`src/rtl/core/erg_pkg.sv`:
```
`timescale 1ns / 1ps
// ----------------------------------------------------------------------------
// erg_pkg
// Shared types, sizes and the control store of the Euclidean rhythm generator.
// ----------------------------------------------------------------------------
package erg_pkg;

  localparam int MAX_STEPS   = 64;
  localparam int STACK_DEPTH = 64;
  localparam int CNT_W       = 7;                        // pulse/step count width
  localparam int IDX_W       = 6;                        // step index width
  localparam int LVL_W       = $clog2(MAX_STEPS);        // level store address
  localparam int STK_AW      = $clog2(STACK_DEPTH);      // stack address
  localparam int SP_W        = $clog2(STACK_DEPTH + 1);  // stack fill, 0..depth

  typedef struct packed {
    logic [CNT_W-1:0] pulse_count;
    logic [CNT_W-1:0] step_count;
  } in_word_t;

  typedef struct packed {
    logic [IDX_W-1:0] step_index;
    logic             hit;
    logic             last;
  } out_word_t;

  // Saved expansion frame: level and next child to visit.
  typedef struct packed {
    logic [LVL_W-1:0] lvl;
    logic [CNT_W-1:0] nxt;
  } frame_t;

  // Control store addresses.
  typedef enum logic [3:0] {
    S_IDLE,
    S_DCHK,
    S_DSUB,
    S_DSTORE,
    S_DFIN,
    S_READ,
    S_VISIT,
    S_CHILD,
    S_PUSH,
    S_EMIT,
    S_POP,
    S_POPLD,
    S_FLUSH
  } step_t;

  typedef enum logic [3:0] {
    OP_NOP,
    OP_LOAD,    // take request, clamp, seed division
    OP_SUB,     // one subtract of the division
    OP_STORE,   // write level count/remainder, swap operands
    OP_FIN,     // write top level count, open root frame
    OP_READ,    // read count/remainder of top frame level
    OP_PUSH,    // save top frame, open child frame; skip child when full
    OP_EMIT,    // emit a rest or hit, advance frame
    OP_POP,     // drop top frame, read saved frame
    OP_POPLD,   // restore saved frame
    OP_FLUSH    // release held word with last marker
  } op_t;

  typedef enum logic [2:0] {
    C_NEVER,
    C_ALWAYS,
    C_NO_IN,
    C_R_LE1,
    C_DIV_GE_R,
    C_FRAME_DONE,
    C_CHILD_LEAF,
    C_LAST_FRAME
  } cond_t;

  typedef struct packed {
    op_t   op;
    cond_t cond;
    step_t target;
  } ucw_t;

  // Control store: op, jump condition, jump target. Falls through otherwise.
  function automatic ucw_t ucode(step_t s);
    ucw_t w;
    unique case (s)
      S_IDLE:   w = '{OP_LOAD,  C_NO_IN,      S_IDLE};
      S_DCHK:   w = '{OP_NOP,   C_R_LE1,      S_DFIN};
      S_DSUB:   w = '{OP_SUB,   C_DIV_GE_R,   S_DSUB};
      S_DSTORE: w = '{OP_STORE, C_ALWAYS,     S_DCHK};
      S_DFIN:   w = '{OP_FIN,   C_NEVER,      S_IDLE};
      S_READ:   w = '{OP_READ,  C_NEVER,      S_IDLE};
      S_VISIT:  w = '{OP_NOP,   C_FRAME_DONE, S_POP};
      S_CHILD:  w = '{OP_NOP,   C_CHILD_LEAF, S_EMIT};
      S_PUSH:   w = '{OP_PUSH,  C_ALWAYS,     S_READ};
      S_EMIT:   w = '{OP_EMIT,  C_ALWAYS,     S_VISIT};
      S_POP:    w = '{OP_POP,   C_LAST_FRAME, S_FLUSH};
      S_POPLD:  w = '{OP_POPLD, C_ALWAYS,     S_READ};
      S_FLUSH:  w = '{OP_FLUSH, C_ALWAYS,     S_IDLE};
      default:  w = '{OP_NOP,   C_ALWAYS,     S_IDLE};
    endcase
    return w;
  endfunction

endpackage

```
`src/rtl/core/euclidean_rhythm_generator_top.sv`:
```
`timescale 1ns / 1ps
// Sequence: take a request, then per division level a check, one subtract
//   per quotient unit and a store, then close the division; then emit steps
//   and expand inner frames. The first word leaves once the second step is found.
// Requests: one at a time; a new request is taken only once the previous
//   one is fully expanded and flushed; output stalls hold the walk.
// Reset: synchronous, active low; sequencer idle, output empty, stack empty.
// ----------------------------------------------------------------------------
// euclidean_rhythm_generator_top
// Bjorklund rhythm generator: repeated division into per-level counts and
// remainders, then a stack walk of the levels that emits one word per step.
// ----------------------------------------------------------------------------
module euclidean_rhythm_generator_top
  import erg_pkg::*;
(
  input  logic      clk,
  input  logic      rst_n,
  input  logic      in_valid,
  output logic      in_stall,
  input  in_word_t  in_data,
  output logic      out_valid,
  input  logic      out_stall,
  output out_word_t out_data
);

  // --------------------------------------------------------------------------
  // Sequencer: step counter addressing the control store.
  // --------------------------------------------------------------------------
  step_t pc_r, pc_nxt;
  ucw_t  uw;

  assign uw = ucode(pc_r);

  // Division datapath.
  logic [CNT_W-1:0] div_r;    // running dividend
  logic [CNT_W-1:0] r_r;      // running divisor (current remainder)
  logic [CNT_W-1:0] q_r;      // quotient built by repeated subtraction
  logic [LVL_W-1:0] lvl_r;    // level being produced

  // Level stores and their registered read data.
  logic [CNT_W-1:0] cnt_mem [MAX_STEPS];
  logic [CNT_W-1:0] rem_mem [MAX_STEPS];
  logic [CNT_W-1:0] cnt_rd_r;
  logic [CNT_W-1:0] rem_rd_r;

  // Expansion: top frame lives in registers, the frames below it in memory.
  frame_t           stk_mem [STACK_DEPTH];
  frame_t           stk_rd_r;
  logic [SP_W-1:0]  sp_r, sp_nxt;     // frames on the stack, top included
  logic [LVL_W-1:0] top_lvl_r;
  logic [CNT_W-1:0] top_nxt_r;

  // Emission: one word is held back until we know whether it is the last.
  logic [CNT_W-1:0] n_r;              // words emitted so far
  logic             pend_vld_r, pend_vld_nxt;
  logic [IDX_W-1:0] pend_idx_r;
  logic             pend_hit_r;
  logic             out_valid_r, out_valid_nxt;
  out_word_t        out_word_r;

  // --------------------------------------------------------------------------
  // Request clamping.
  // --------------------------------------------------------------------------
  logic [CNT_W-1:0] st_clamp, p_clamp;

  always_comb begin
    st_clamp = (in_data.step_count > CNT_W'(MAX_STEPS)) ? CNT_W'(MAX_STEPS)
                                                        : in_data.step_count;
    p_clamp  = (in_data.pulse_count > st_clamp) ? st_clamp : in_data.pulse_count;
  end

  // --------------------------------------------------------------------------
  // Frame decode: which child comes next and what it is.
  // Children of level L: count copies of L-1, then L-2 if the remainder is
  // nonzero. Level -1 is a rest, level -2 a hit.
  // --------------------------------------------------------------------------
  logic             use_cnt, frame_done, child_leaf, child_hit;
  logic [LVL_W-1:0] child_lvl;
  logic             emit_ok;

  always_comb begin
    use_cnt    = (top_nxt_r < cnt_rd_r);
    frame_done = ({1'b0, top_nxt_r} >=
                  ({1'b0, cnt_rd_r} + {{CNT_W{1'b0}}, (rem_rd_r != '0)}));
    child_leaf = use_cnt ? (top_lvl_r == '0) : (top_lvl_r <= LVL_W'(1));
    child_hit  = !use_cnt && (top_lvl_r == '0);
    child_lvl  = top_lvl_r - (use_cnt ? LVL_W'(1) : LVL_W'(2));
    emit_ok    = (n_r < CNT_W'(MAX_STEPS));
  end

  // --------------------------------------------------------------------------
  // Output hold: a step that must move the held word waits for a free slot.
  // --------------------------------------------------------------------------
  logic out_free, needs_out, go, move_out, cond_hit;

  always_comb begin
    out_free  = !out_valid_r || !out_stall;
    needs_out = pend_vld_r &&
                ((uw.op == OP_FLUSH) || ((uw.op == OP_EMIT) && child_leaf && emit_ok));
    go        = !needs_out || out_free;
    move_out  = go && needs_out;
  end

  always_comb begin
    case (uw.cond)
      C_NEVER:      cond_hit = 1'b0;
      C_ALWAYS:     cond_hit = 1'b1;
      C_NO_IN:      cond_hit = !in_valid || (in_data.step_count == '0);
      C_R_LE1:      cond_hit = (r_r <= CNT_W'(1));
      C_DIV_GE_R:   cond_hit = (div_r >= r_r);
      C_FRAME_DONE: cond_hit = frame_done;
      C_CHILD_LEAF: cond_hit = child_leaf;
      C_LAST_FRAME: cond_hit = (sp_r == SP_W'(1));
      default:      cond_hit = 1'b0;
    endcase
  end

  // Next step.
  always_comb begin
    if (!go) begin
      pc_nxt = pc_r;
    end else if (cond_hit) begin
      pc_nxt = uw.target;
    end else begin
      pc_nxt = step_t'(pc_r + 4'd1);
    end
  end

  // Control outputs of each op.
  logic load_go;

  always_comb begin
    load_go       = (uw.op == OP_LOAD) && in_valid && (in_data.step_count != '0);
    sp_nxt        = sp_r;
    pend_vld_nxt  = pend_vld_r;
    out_valid_nxt = move_out ? 1'b1 : (out_valid_r && out_stall);
    if (go) begin
      unique case (uw.op)
        OP_FIN:   sp_nxt = SP_W'(1);
        OP_PUSH:  if (sp_r < SP_W'(STACK_DEPTH)) sp_nxt = sp_r + SP_W'(1);
        OP_POP:   sp_nxt = sp_r - SP_W'(1);
        default:  sp_nxt = sp_r;
      endcase
      if (uw.op == OP_FIN || uw.op == OP_FLUSH) begin
        pend_vld_nxt = 1'b0;
      end else if (uw.op == OP_EMIT && child_leaf && emit_ok) begin
        pend_vld_nxt = 1'b1;
      end
    end
  end

  assign in_stall  = (pc_r != S_IDLE);
  assign out_valid = out_valid_r;
  assign out_data  = out_word_r;

  // --------------------------------------------------------------------------
  // Control registers.
  // --------------------------------------------------------------------------
  always_ff @(posedge clk) begin
    if (!rst_n) begin
      pc_r        <= S_IDLE;
      sp_r        <= '0;
      pend_vld_r  <= 1'b0;
      out_valid_r <= 1'b0;
    end else begin
      pc_r        <= pc_nxt;
      sp_r        <= sp_nxt;
      pend_vld_r  <= pend_vld_nxt;
      out_valid_r <= out_valid_nxt;
    end
  end

  // --------------------------------------------------------------------------
  // Datapath registers.
  // --------------------------------------------------------------------------
  always_ff @(posedge clk) begin
    if (move_out) begin
      out_word_r.step_index <= pend_idx_r;
      out_word_r.hit        <= pend_hit_r;
      out_word_r.last       <= (uw.op == OP_FLUSH);
    end
    if (go) begin
      case (uw.op)
        OP_LOAD: begin
          if (load_go) begin
            div_r <= st_clamp - p_clamp;
            r_r   <= p_clamp;
            q_r   <= '0;
            lvl_r <= '0;
          end
        end
        OP_SUB: begin
          if (div_r >= r_r) begin
            div_r <= div_r - r_r;
            q_r   <= q_r + CNT_W'(1);
          end
        end
        OP_STORE: begin
          div_r <= r_r;
          r_r   <= div_r;
          q_r   <= '0;
          lvl_r <= lvl_r + LVL_W'(1);
        end
        OP_FIN: begin
          top_lvl_r <= lvl_r;
          top_nxt_r <= '0;
          n_r       <= '0;
        end
        OP_PUSH: begin
          if (sp_r < SP_W'(STACK_DEPTH)) begin
            top_lvl_r <= child_lvl;
            top_nxt_r <= '0;
          end else begin
            top_nxt_r <= top_nxt_r + CNT_W'(1);
          end
        end
        OP_EMIT: begin
          top_nxt_r <= top_nxt_r + CNT_W'(1);
          if (child_leaf && emit_ok) begin
            pend_idx_r <= n_r[IDX_W-1:0];
            pend_hit_r <= child_hit;
            n_r        <= n_r + CNT_W'(1);
          end
        end
        OP_POPLD: begin
          top_lvl_r <= stk_rd_r.lvl;
          top_nxt_r <= stk_rd_r.nxt;
        end
        default: ;
      endcase
    end
  end

  // --------------------------------------------------------------------------
  // Level stores: one write and one registered read each.
  // --------------------------------------------------------------------------
  always_ff @(posedge clk) begin
    if (go && uw.op == OP_STORE) begin
      cnt_mem[lvl_r] <= q_r;
    end else if (go && uw.op == OP_FIN) begin
      cnt_mem[lvl_r] <= div_r;
    end
    if (go && uw.op == OP_READ) begin
      cnt_rd_r <= cnt_mem[top_lvl_r];
    end
  end

  always_ff @(posedge clk) begin
    if (load_go) begin
      rem_mem[LVL_W'(0)] <= p_clamp;
    end else if (go && uw.op == OP_STORE) begin
      rem_mem[lvl_r + LVL_W'(1)] <= div_r;
    end
    if (go && uw.op == OP_READ) begin
      rem_rd_r <= rem_mem[top_lvl_r];
    end
  end

  // Frame stack store.
  logic [SP_W-1:0] sp_m1, sp_m2;

  assign sp_m1 = sp_r - SP_W'(1);
  assign sp_m2 = sp_r - SP_W'(2);

  always_ff @(posedge clk) begin
    if (go && uw.op == OP_PUSH && sp_r < SP_W'(STACK_DEPTH)) begin
      stk_mem[sp_m1[STK_AW-1:0]] <= '{lvl: top_lvl_r, nxt: top_nxt_r + CNT_W'(1)};
    end
    if (go && uw.op == OP_POP) begin
      stk_rd_r <= stk_mem[sp_m2[STK_AW-1:0]];
    end
  end

  // --------------------------------------------------------------------------
  // Assertions.
  // --------------------------------------------------------------------------
  a_no_held_word_idle: assert property (@(posedge clk) disable iff (!rst_n)
    (pc_r == S_IDLE) |-> !pend_vld_r)
    else $error("held word left over when idle");

  a_stack_bound: assert property (@(posedge clk) disable iff (!rst_n)
    sp_r <= SP_W'(STACK_DEPTH))
    else $error("stack fill beyond depth");

  a_frame_present: assert property (@(posedge clk) disable iff (!rst_n)
    (pc_r == S_VISIT || pc_r == S_CHILD || pc_r == S_POP) |-> (sp_r != '0))
    else $error("expansion step with empty stack");

  a_emit_cap: assert property (@(posedge clk) disable iff (!rst_n)
    (pc_r != S_IDLE && pc_r != S_DCHK && pc_r != S_DSUB && pc_r != S_DSTORE &&
     pc_r != S_DFIN) |-> (n_r <= CNT_W'(MAX_STEPS)))
    else $error("more words than steps");

  a_flush_leads_idle: assert property (@(posedge clk) disable iff (!rst_n)
    (pc_r == S_FLUSH && go) |=> (pc_r == S_IDLE))
    else $error("flush did not return to idle");

endmodule

```
`config.mk`:
```
export PLATFORM = sky130hd
export DESIGN_NAME = euclidean_rhythm_generator_top
export DESIGN_NICKNAME = d
export VERILOG_FILES = /design/src/rtl/core/erg_pkg.sv /design/src/rtl/core/euclidean_rhythm_generator_top.sv
export SDC_FILE = /design/constraint.sdc
export NUM_CORES = 2
export LEC_CHECK = 0
export ABC_AREA = 1
export BUFFER_PORTS_ARGS = -buffer_cell sky130_fd_sc_hd__buf_2
export CORE_MARGIN = 3
export CORE_UTILIZATION = 60
export DETAILED_ROUTE_END_ITERATION = 8
export PLACE_DENSITY = 0.77
export SKIP_CTS_REPAIR_TIMING = 1
export SYNTH_ARGS = -nofsm -noshare
export SYNTH_HDL_FRONTEND = slang
export SYNTH_SLANG_ARGS = --single-unit
```
`constraint.sdc`:
```
create_clock -name clk -period 7.6 [get_ports clk]
set_clock_uncertainty 0.15 [all_clocks]
set_input_delay 1.52 -clock clk [delete_from_list [all_inputs] [get_ports clk]]
set_output_delay 1.52 -clock clk [all_outputs]
set_load 0.05 [all_outputs]
```
Yosys cells after proc, flatten, opt, wreduce, memory -nomap -nowiden. Memories as Yosys holds them, arrays and structs flattened. A register that Yosys moved wholly into a read port is not among the register bits. Cells that the tools add are included.

Add/sub/neg operators: 12. Magnitude comparators: 9. Reductions and logical operators: 47. Multipliers: 0. Divide/modulo/power cells: 0. Bitwise logic cells: 1. Shift operators: 0. Equality and inequality tests: 22. Muxes and demuxes: 44.

Operators by type and width (number): two-way mux 7 bit (12); one-hot mux 7 bit (3 select lines) (3); adder 7 x 1 -> 7 bit (second input constant) (4); one-hot mux 7 bit (2 select lines) (2); one-hot mux 7 bit (4 select lines) (1); two-way mux 6 bit (3); one-hot mux 6 bit (3 select lines) (1); == test 4 x 3 -> 1 bit (second input constant) (4); two-way mux 1 bit (16); logical AND 1 bit (15); AND reduction 3 bit (5); less-than comparator 7 bit (second input constant) (2); nonzero test 7 bit (2); subtractor 7 bit (2); == test 3 bit (second input constant) (4); == test 4 bit (second input constant) (3); two-way mux 4 bit (3); one-hot mux 6 bit (2 select lines) (1); nonzero test 3 bit (3); adder 7 x 1 -> 8 bit (1); == test 4 x 2 -> 1 bit (second input constant) (2); greater-or-equal comparator 7 x 8 -> 1 bit (1); one-hot mux 1 bit (8 select lines) (1); nonzero test 4 bit (2); other kinds (28) (42).

Word-level logic and storage cells: 155. Output and inout bits: 10. Bits in writable memories: 1728. ROM bits: 176. Bits in registers: 75. Bits in latches: 0. Memories: 4.

Memory list: stk_mem (words 64, bits a word 13, rd ports 1, clocked after Yosys merged registers in 1, write ports 1, RTL line euclidean_rhythm_generator_top.sv:47) `frame_t stk_mem [STACK_DEPTH];`; cnt_mem (words 64, bits a word 7, rd ports 1, clocked after Yosys merged registers in 1, write ports 1, RTL line euclidean_rhythm_generator_top.sv:41) `logic [CNT_W-1:0] cnt_mem [MAX_STEPS];`; rem_mem (words 64, bits a word 7, rd ports 1, clocked after Yosys merged registers in 1, write ports 1, RTL line euclidean_rhythm_generator_top.sv:42) `logic [CNT_W-1:0] rem_mem [MAX_STEPS];`; (name not given) (words 16, bits a word 11, rd ports 1, clocked after Yosys merged registers in 1, write ports 0, RTL line erg_pkg.sv:84) `unique case (s)`.

Longest topological paths before layout.
Word-level depth: 14. Gate-level depth with buffers: 24.

Least setup slack after synthesis. OpenSTA, ideal clock, no wires.

Kind: input to register. Start point: input port in_data[3] in the netlist's numbering. End point: memory rem_mem[0][1] (data pin). Arrival: 5403 ps. Setup time: 702 ps. Slack: 1345 ps. Cell stages on the path: 14. Data required time: 6748 ps. Path through: nor2_1 nand2_1 o31ai_1 nand2_1 inv_1 ha_1 o21ai_0 nand2_1 o211ai_1 nand2_1 clkinv_1 nand2_1 o21ai_0 o21ai_0.

Longest elaborated chain between the ends: 6.

RTL lines: start: declaration (RTL line euclidean_rhythm_generator_top.sv:20) `input in_word_t in_data,`; branches (longest 5 deep; another with > comparator 7 bit); two-way mux 7 bit (no line) (*); end: declaration (RTL line euclidean_rhythm_generator_top.sv:42).

Every way passes the cells marked *.

Final worst setup path.
Start point: register sp_r[1]. End point: memory stk_mem[43][4] in the netlist's numbering (enable).

Longest elaborated chain between the ends: 4.

RTL lines: start: declaration (RTL line euclidean_rhythm_generator_top.sv:49) `logic [SP_W-1:0] sp_r, sp_nxt;`; start signal: assignment (RTL line euclidean_rhythm_generator_top.sv:167) `sp_r <= sp_nxt;`; less-than comparator 7 bit (RTL line euclidean_rhythm_generator_top.sv:266) `if (go && uw.op == OP_PUSH && sp_r < SP_W'(STACK_DEPTH)) begin`; logical AND 1 bit (RTL line euclidean_rhythm_generator_top.sv:266); two-way mux 1 bit (RTL line euclidean_rhythm_generator_top.sv:266); two-way mux 1 bit (implied by the code) (RTL line euclidean_rhythm_generator_top.sv:267) `stk_mem[sp_m1[STK_AW-1:0]] <= '{lvl: top_lvl_r, nxt: top_nxt_r + CNT_W'(1)};`; end: declaration (RTL line euclidean_rhythm_generator_top.sv:47).

Several ways; a longest one is shown, not always the timed one.

==> metrics.md <==
| Metric | Value |
|---|---|
| First-pass GRT wire length | 285,000 um |
| Fill count | 8,559 |
| Width of the die | 360 um |
| WS Path Type | flip-flop to flip-flop |
| I/O pin total | 28 |
| Non-Filler Instances | 7,652 |
| Slew @ Worst Pin | 1.38 ns |
| Post-synthesis sequential area ratio | 73.4% |
| Largest net degree at the start of global routing | 212 |
| Cell area after synthesis | 75,000 sq um |
| Clock Sinks | 1,841 |
| Yosys warnings | 0 |
| Final Hold Viols | 0 |
| Final ANT Viol Nets | 0 |
| Tot Pwr | 28.4 mW |
| Worst-path fanout max | 90 |
| R2R Path Start | sp_r[1] |
| Dpl ws | 2.14 ns |
| Core area | 124,000 sq um |
| Drt initial violations | 7,111 |
| Overflow after GRT | 0 |
| R2R setup slack | 2.76 ns |
| Yosys cell types | 54 |
| TritonCTS clock tree | built |
| Max_cap viols | 0 |
| Critical Path Sink | stk_mem[43][4] |
| Max Clk Rate | 0.207 GHz |
| Vias in the first global route | 47.3k |
| Final HPWL DP | 107,000 um |
| P&R area growth vs syn | 9.30% |
| Port bufs | 27 |
| Setup_tns | 0 ns |
| Tmin final | 4.84 ns |
| FF-to-FF path depth | 8 |
| Max VDD drop | 0.000329 V |
| Clk slew on worst S/H paths | 0.06 ns |
| Worst Setup SP | sp_r[1] |
| Crit path top cell by count | nor2_1 |
| Clock latency on the worst-skew pair | 0.82 ns |
| Die area | 129,000 sq um |
| Max stage delay on crit path | 1.26 ns |
| Syn_nets | 6,046 |
| Slew HR | 7.81% |
| Worst setup EP type | flip-flop |
| CTS buffer count | 176 |
| Antenna violations before repair | 0 |
| DRT Pass-1 Iters | 6 |
| HP Class | flip-flop to flip-flop |
| Status | completed |
| PwrDens | 346 nW/um^2 |
| CP Buf/Inv Count | 2 |
| Post-synthesis mux area share | 0% |
| RSZ-0062 raised after global routing | no |
| Final wirelength | 189,000 um |
| Crit path max-delay family | simple AND/OR/NAND/NOR gates |
| Synthesis-stage register bit count | 1,841 |
| Mapped Avg Cell Area | 12.6 sq um |
| Startpoint Class | flip-flop |
| Fin worst setup slack | 2.76 ns |
| WP data arrival | 5.11 ns |
| Drt drc | 0 |
| R2r endpoint | stk_mem[43][4] |
| Fin. max-slew vios | 0 |
| Starting density of the core | 60.5% |
| Slowest-stage cell, CP | nor2_1 |
| Simple-gate share of the synthesized area | 9.63% |
| GPL Wtd Cong | 0.894 |
| Antenna cells | 0 |
| FP Rows | 129 |
| Total track usage | 28.7% |
| Nets@finish | 5,944 |
| CP required | 7.86 ns |
| Largest family of logic cells by synthesized area | compound AO/OA/AOI/OAI gates |
| Vias per cell | 6.43 |
| Leak | 26.9 nW |
| Xor/xnor cell area share of the yosys netlist | 0.325% |
| CP Cell Sequence | inv_6, ha_1, or2_2, nand2_1, inv_1, nor2_1, nand3_1, nor2_1 |
| Routed WL per cell | 24.7 um |
| Layout cell share with drive strength beyond 1 | 6.47% |
| Max Root-Sink Buffers | 3 |
| Compound-Gate Fraction of Synth Area | 12.5% |
| Die Y | 360 um |
| Mapped Cells | 5,972 |
| H-Tree Depth | 4 |
| Final setup vio count | 0 |
| CP Depth | 8 |
| Vias | 49.2k |
| Placed cell count | 7,329 |
| Crit share post-route | 63.7% |
| Post-Synth Adder-Cell Area | 0.964% |
| Root Buffer | clkbuf_16 |
## cell usage in the layout (no fill, tap or decap), types with 14 or more instances in the layout
master,n
edfxtp_1,1817
nor2_1,1217
o21ai_0,998
nand2_1,397
o22ai_1,355
inv_1,189
clkbuf_16,177
o221ai_1,117
nand3_1,114
a21oi_1,64
buf_4,63
ha_1,51
clkinv_1,48
clkbuf_1,46
nand4_1,35
o211ai_1,32
buf_2,27
clkinv_2,25
xor2_1,22
dfxtp_1,22
nor3_1,19
o21bai_1,17
o21ai_4,14
## cell type report
cell class                      instances  area [sq um]  share of cell area [%]
Sequential cell                      1841         55100                    67.2
Multi-Input combinational cell       3546         17800                    21.7
Tap cell                             1637          2050                    2.50
Timing Repair Buffer                   96           728                   0.888
Clock inverter                         99           931                    1.14
Inverter                              209           816                   0.995
Clock buffer                          224          4620                    5.63
## where the power goes
part | leakage [nW] | internal (mW) | switching (mW) | total, mW
Clock | 2.70 | 4.73 | 3.74 | 8.46
Sequential | 16.6 | 12.5 | 0.207 | 12.7
Combinational | 7.63 | 1.67 | 5.51 | 7.18
Total | 26.9 | 18.9 | 9.45 | 28.4
## worst reg2reg max path, delay by kind of cell (launching register included)
family,cells,cell delay [ns]
DFF,1,0.87
adders and majority gates,1,0.41
buffers and inverters,2,0.53
and+or+nand+nor,5,2.49
## cell families after synthesis
group                      count (synthesis)
DFF                                     1841
and+or+nand+nor                         1816
AOI/OAI and AO/OA                       1647
buffers and inverters                    585
adders and majority gates                 56
xor gates and xnor gates                  27
## layer usage
| metal | GRT usage [%] | vias to the layer above | routed length [um] |
|---|---|---|---|
| met5 | 0 | - | 0 |
| met4 | 12.9 | 0 | 8490 |
| met3 | 4.80 | 515 | 19300 |
| met2 | 46.1 | 3061 | 90500 |
| met1 | 39.2 | 23817 | 70600 |
| li1 | - | 21816 | - |
## synth_stat cells, drive strengths merged
cell    instances  area share (%)
nor4            3           0.025
a211oi          2           0.020
nand4          35            0.29
fa              3           0.080
a22o            1           0.012
o311ai         19            0.22
xnor2           3           0.035
nand2         402             2.0
a221oi          3           0.035
clkinv          2           0.010
nand3         117            0.81
a21o            1           0.010
o31ai           4           0.040
nand3b          3           0.030
dfxtp          24            0.64
a32oi           1           0.012
edfxtp       1817              73
ha             53            0.88
clkbuf        263             1.3
and3            1          0.0083
o21bai         17            0.17
o221ai        117             1.4
a21oi          64            0.43
o22ai         355             3.0
inv           207             1.0
o21a            1           0.010
nor2         1225             6.2
o21ai        1019             6.8
xor2           24            0.29
nor3b           2           0.020
a31oi          11           0.092
o211ai         32            0.32
buf           113            0.81
or2             7           0.058
nor3           21            0.16
## state kept, by name, indices dropped and copies added (netlist names)
signal,cells
cnt_rd_r,7
rem_mem,448
q_r,7
div_r,7
rem_rd_r,7
top_lvl_r,6
cnt_mem,448
lvl_r,6
top_nxt_r,7
stk_rd_r,13
stk_mem,832
out_valid,1
pend_idx_r,6
pc_r,4
uw,11
pend_hit_r,1
n_r,7
sp_r,7
out_data,8
pend_vld_r,1
r_r,7
## how the worst min path moves through the flow
stage / startpoint / end / slack, ns / cells after the start
final: pend_idx_r[1] / out_data[3] / 0.27 / 0
after global routing: pend_idx_r[3] / out_data[5] / 0.27 / 0
after CTS: pend_idx_r[1] / out_data[3] / 0.27 / 0
after detailed placement: pend_idx_r[3] / out_data[5] / 0.26 / 0
after global placement: pend_idx_r[4] / out_data[6] / 0.26 / 0
after floorplan: pend_hit_r / out_data[1] / 0.25 / 0
## metrics by stage
stage	hold slack (ns)	cell area, sq um	utilization, %
after detailed placement	0.255	76400	61.6
final	0.269	82000	66.1
after global placement	0.264	76400	61.6
after CTS	0.271	82000	66.1
after global routing	0.274	82000	66.1
after floorplan	0.250	75000	-
No activity file was read; power rests on OpenSTA's default activity.
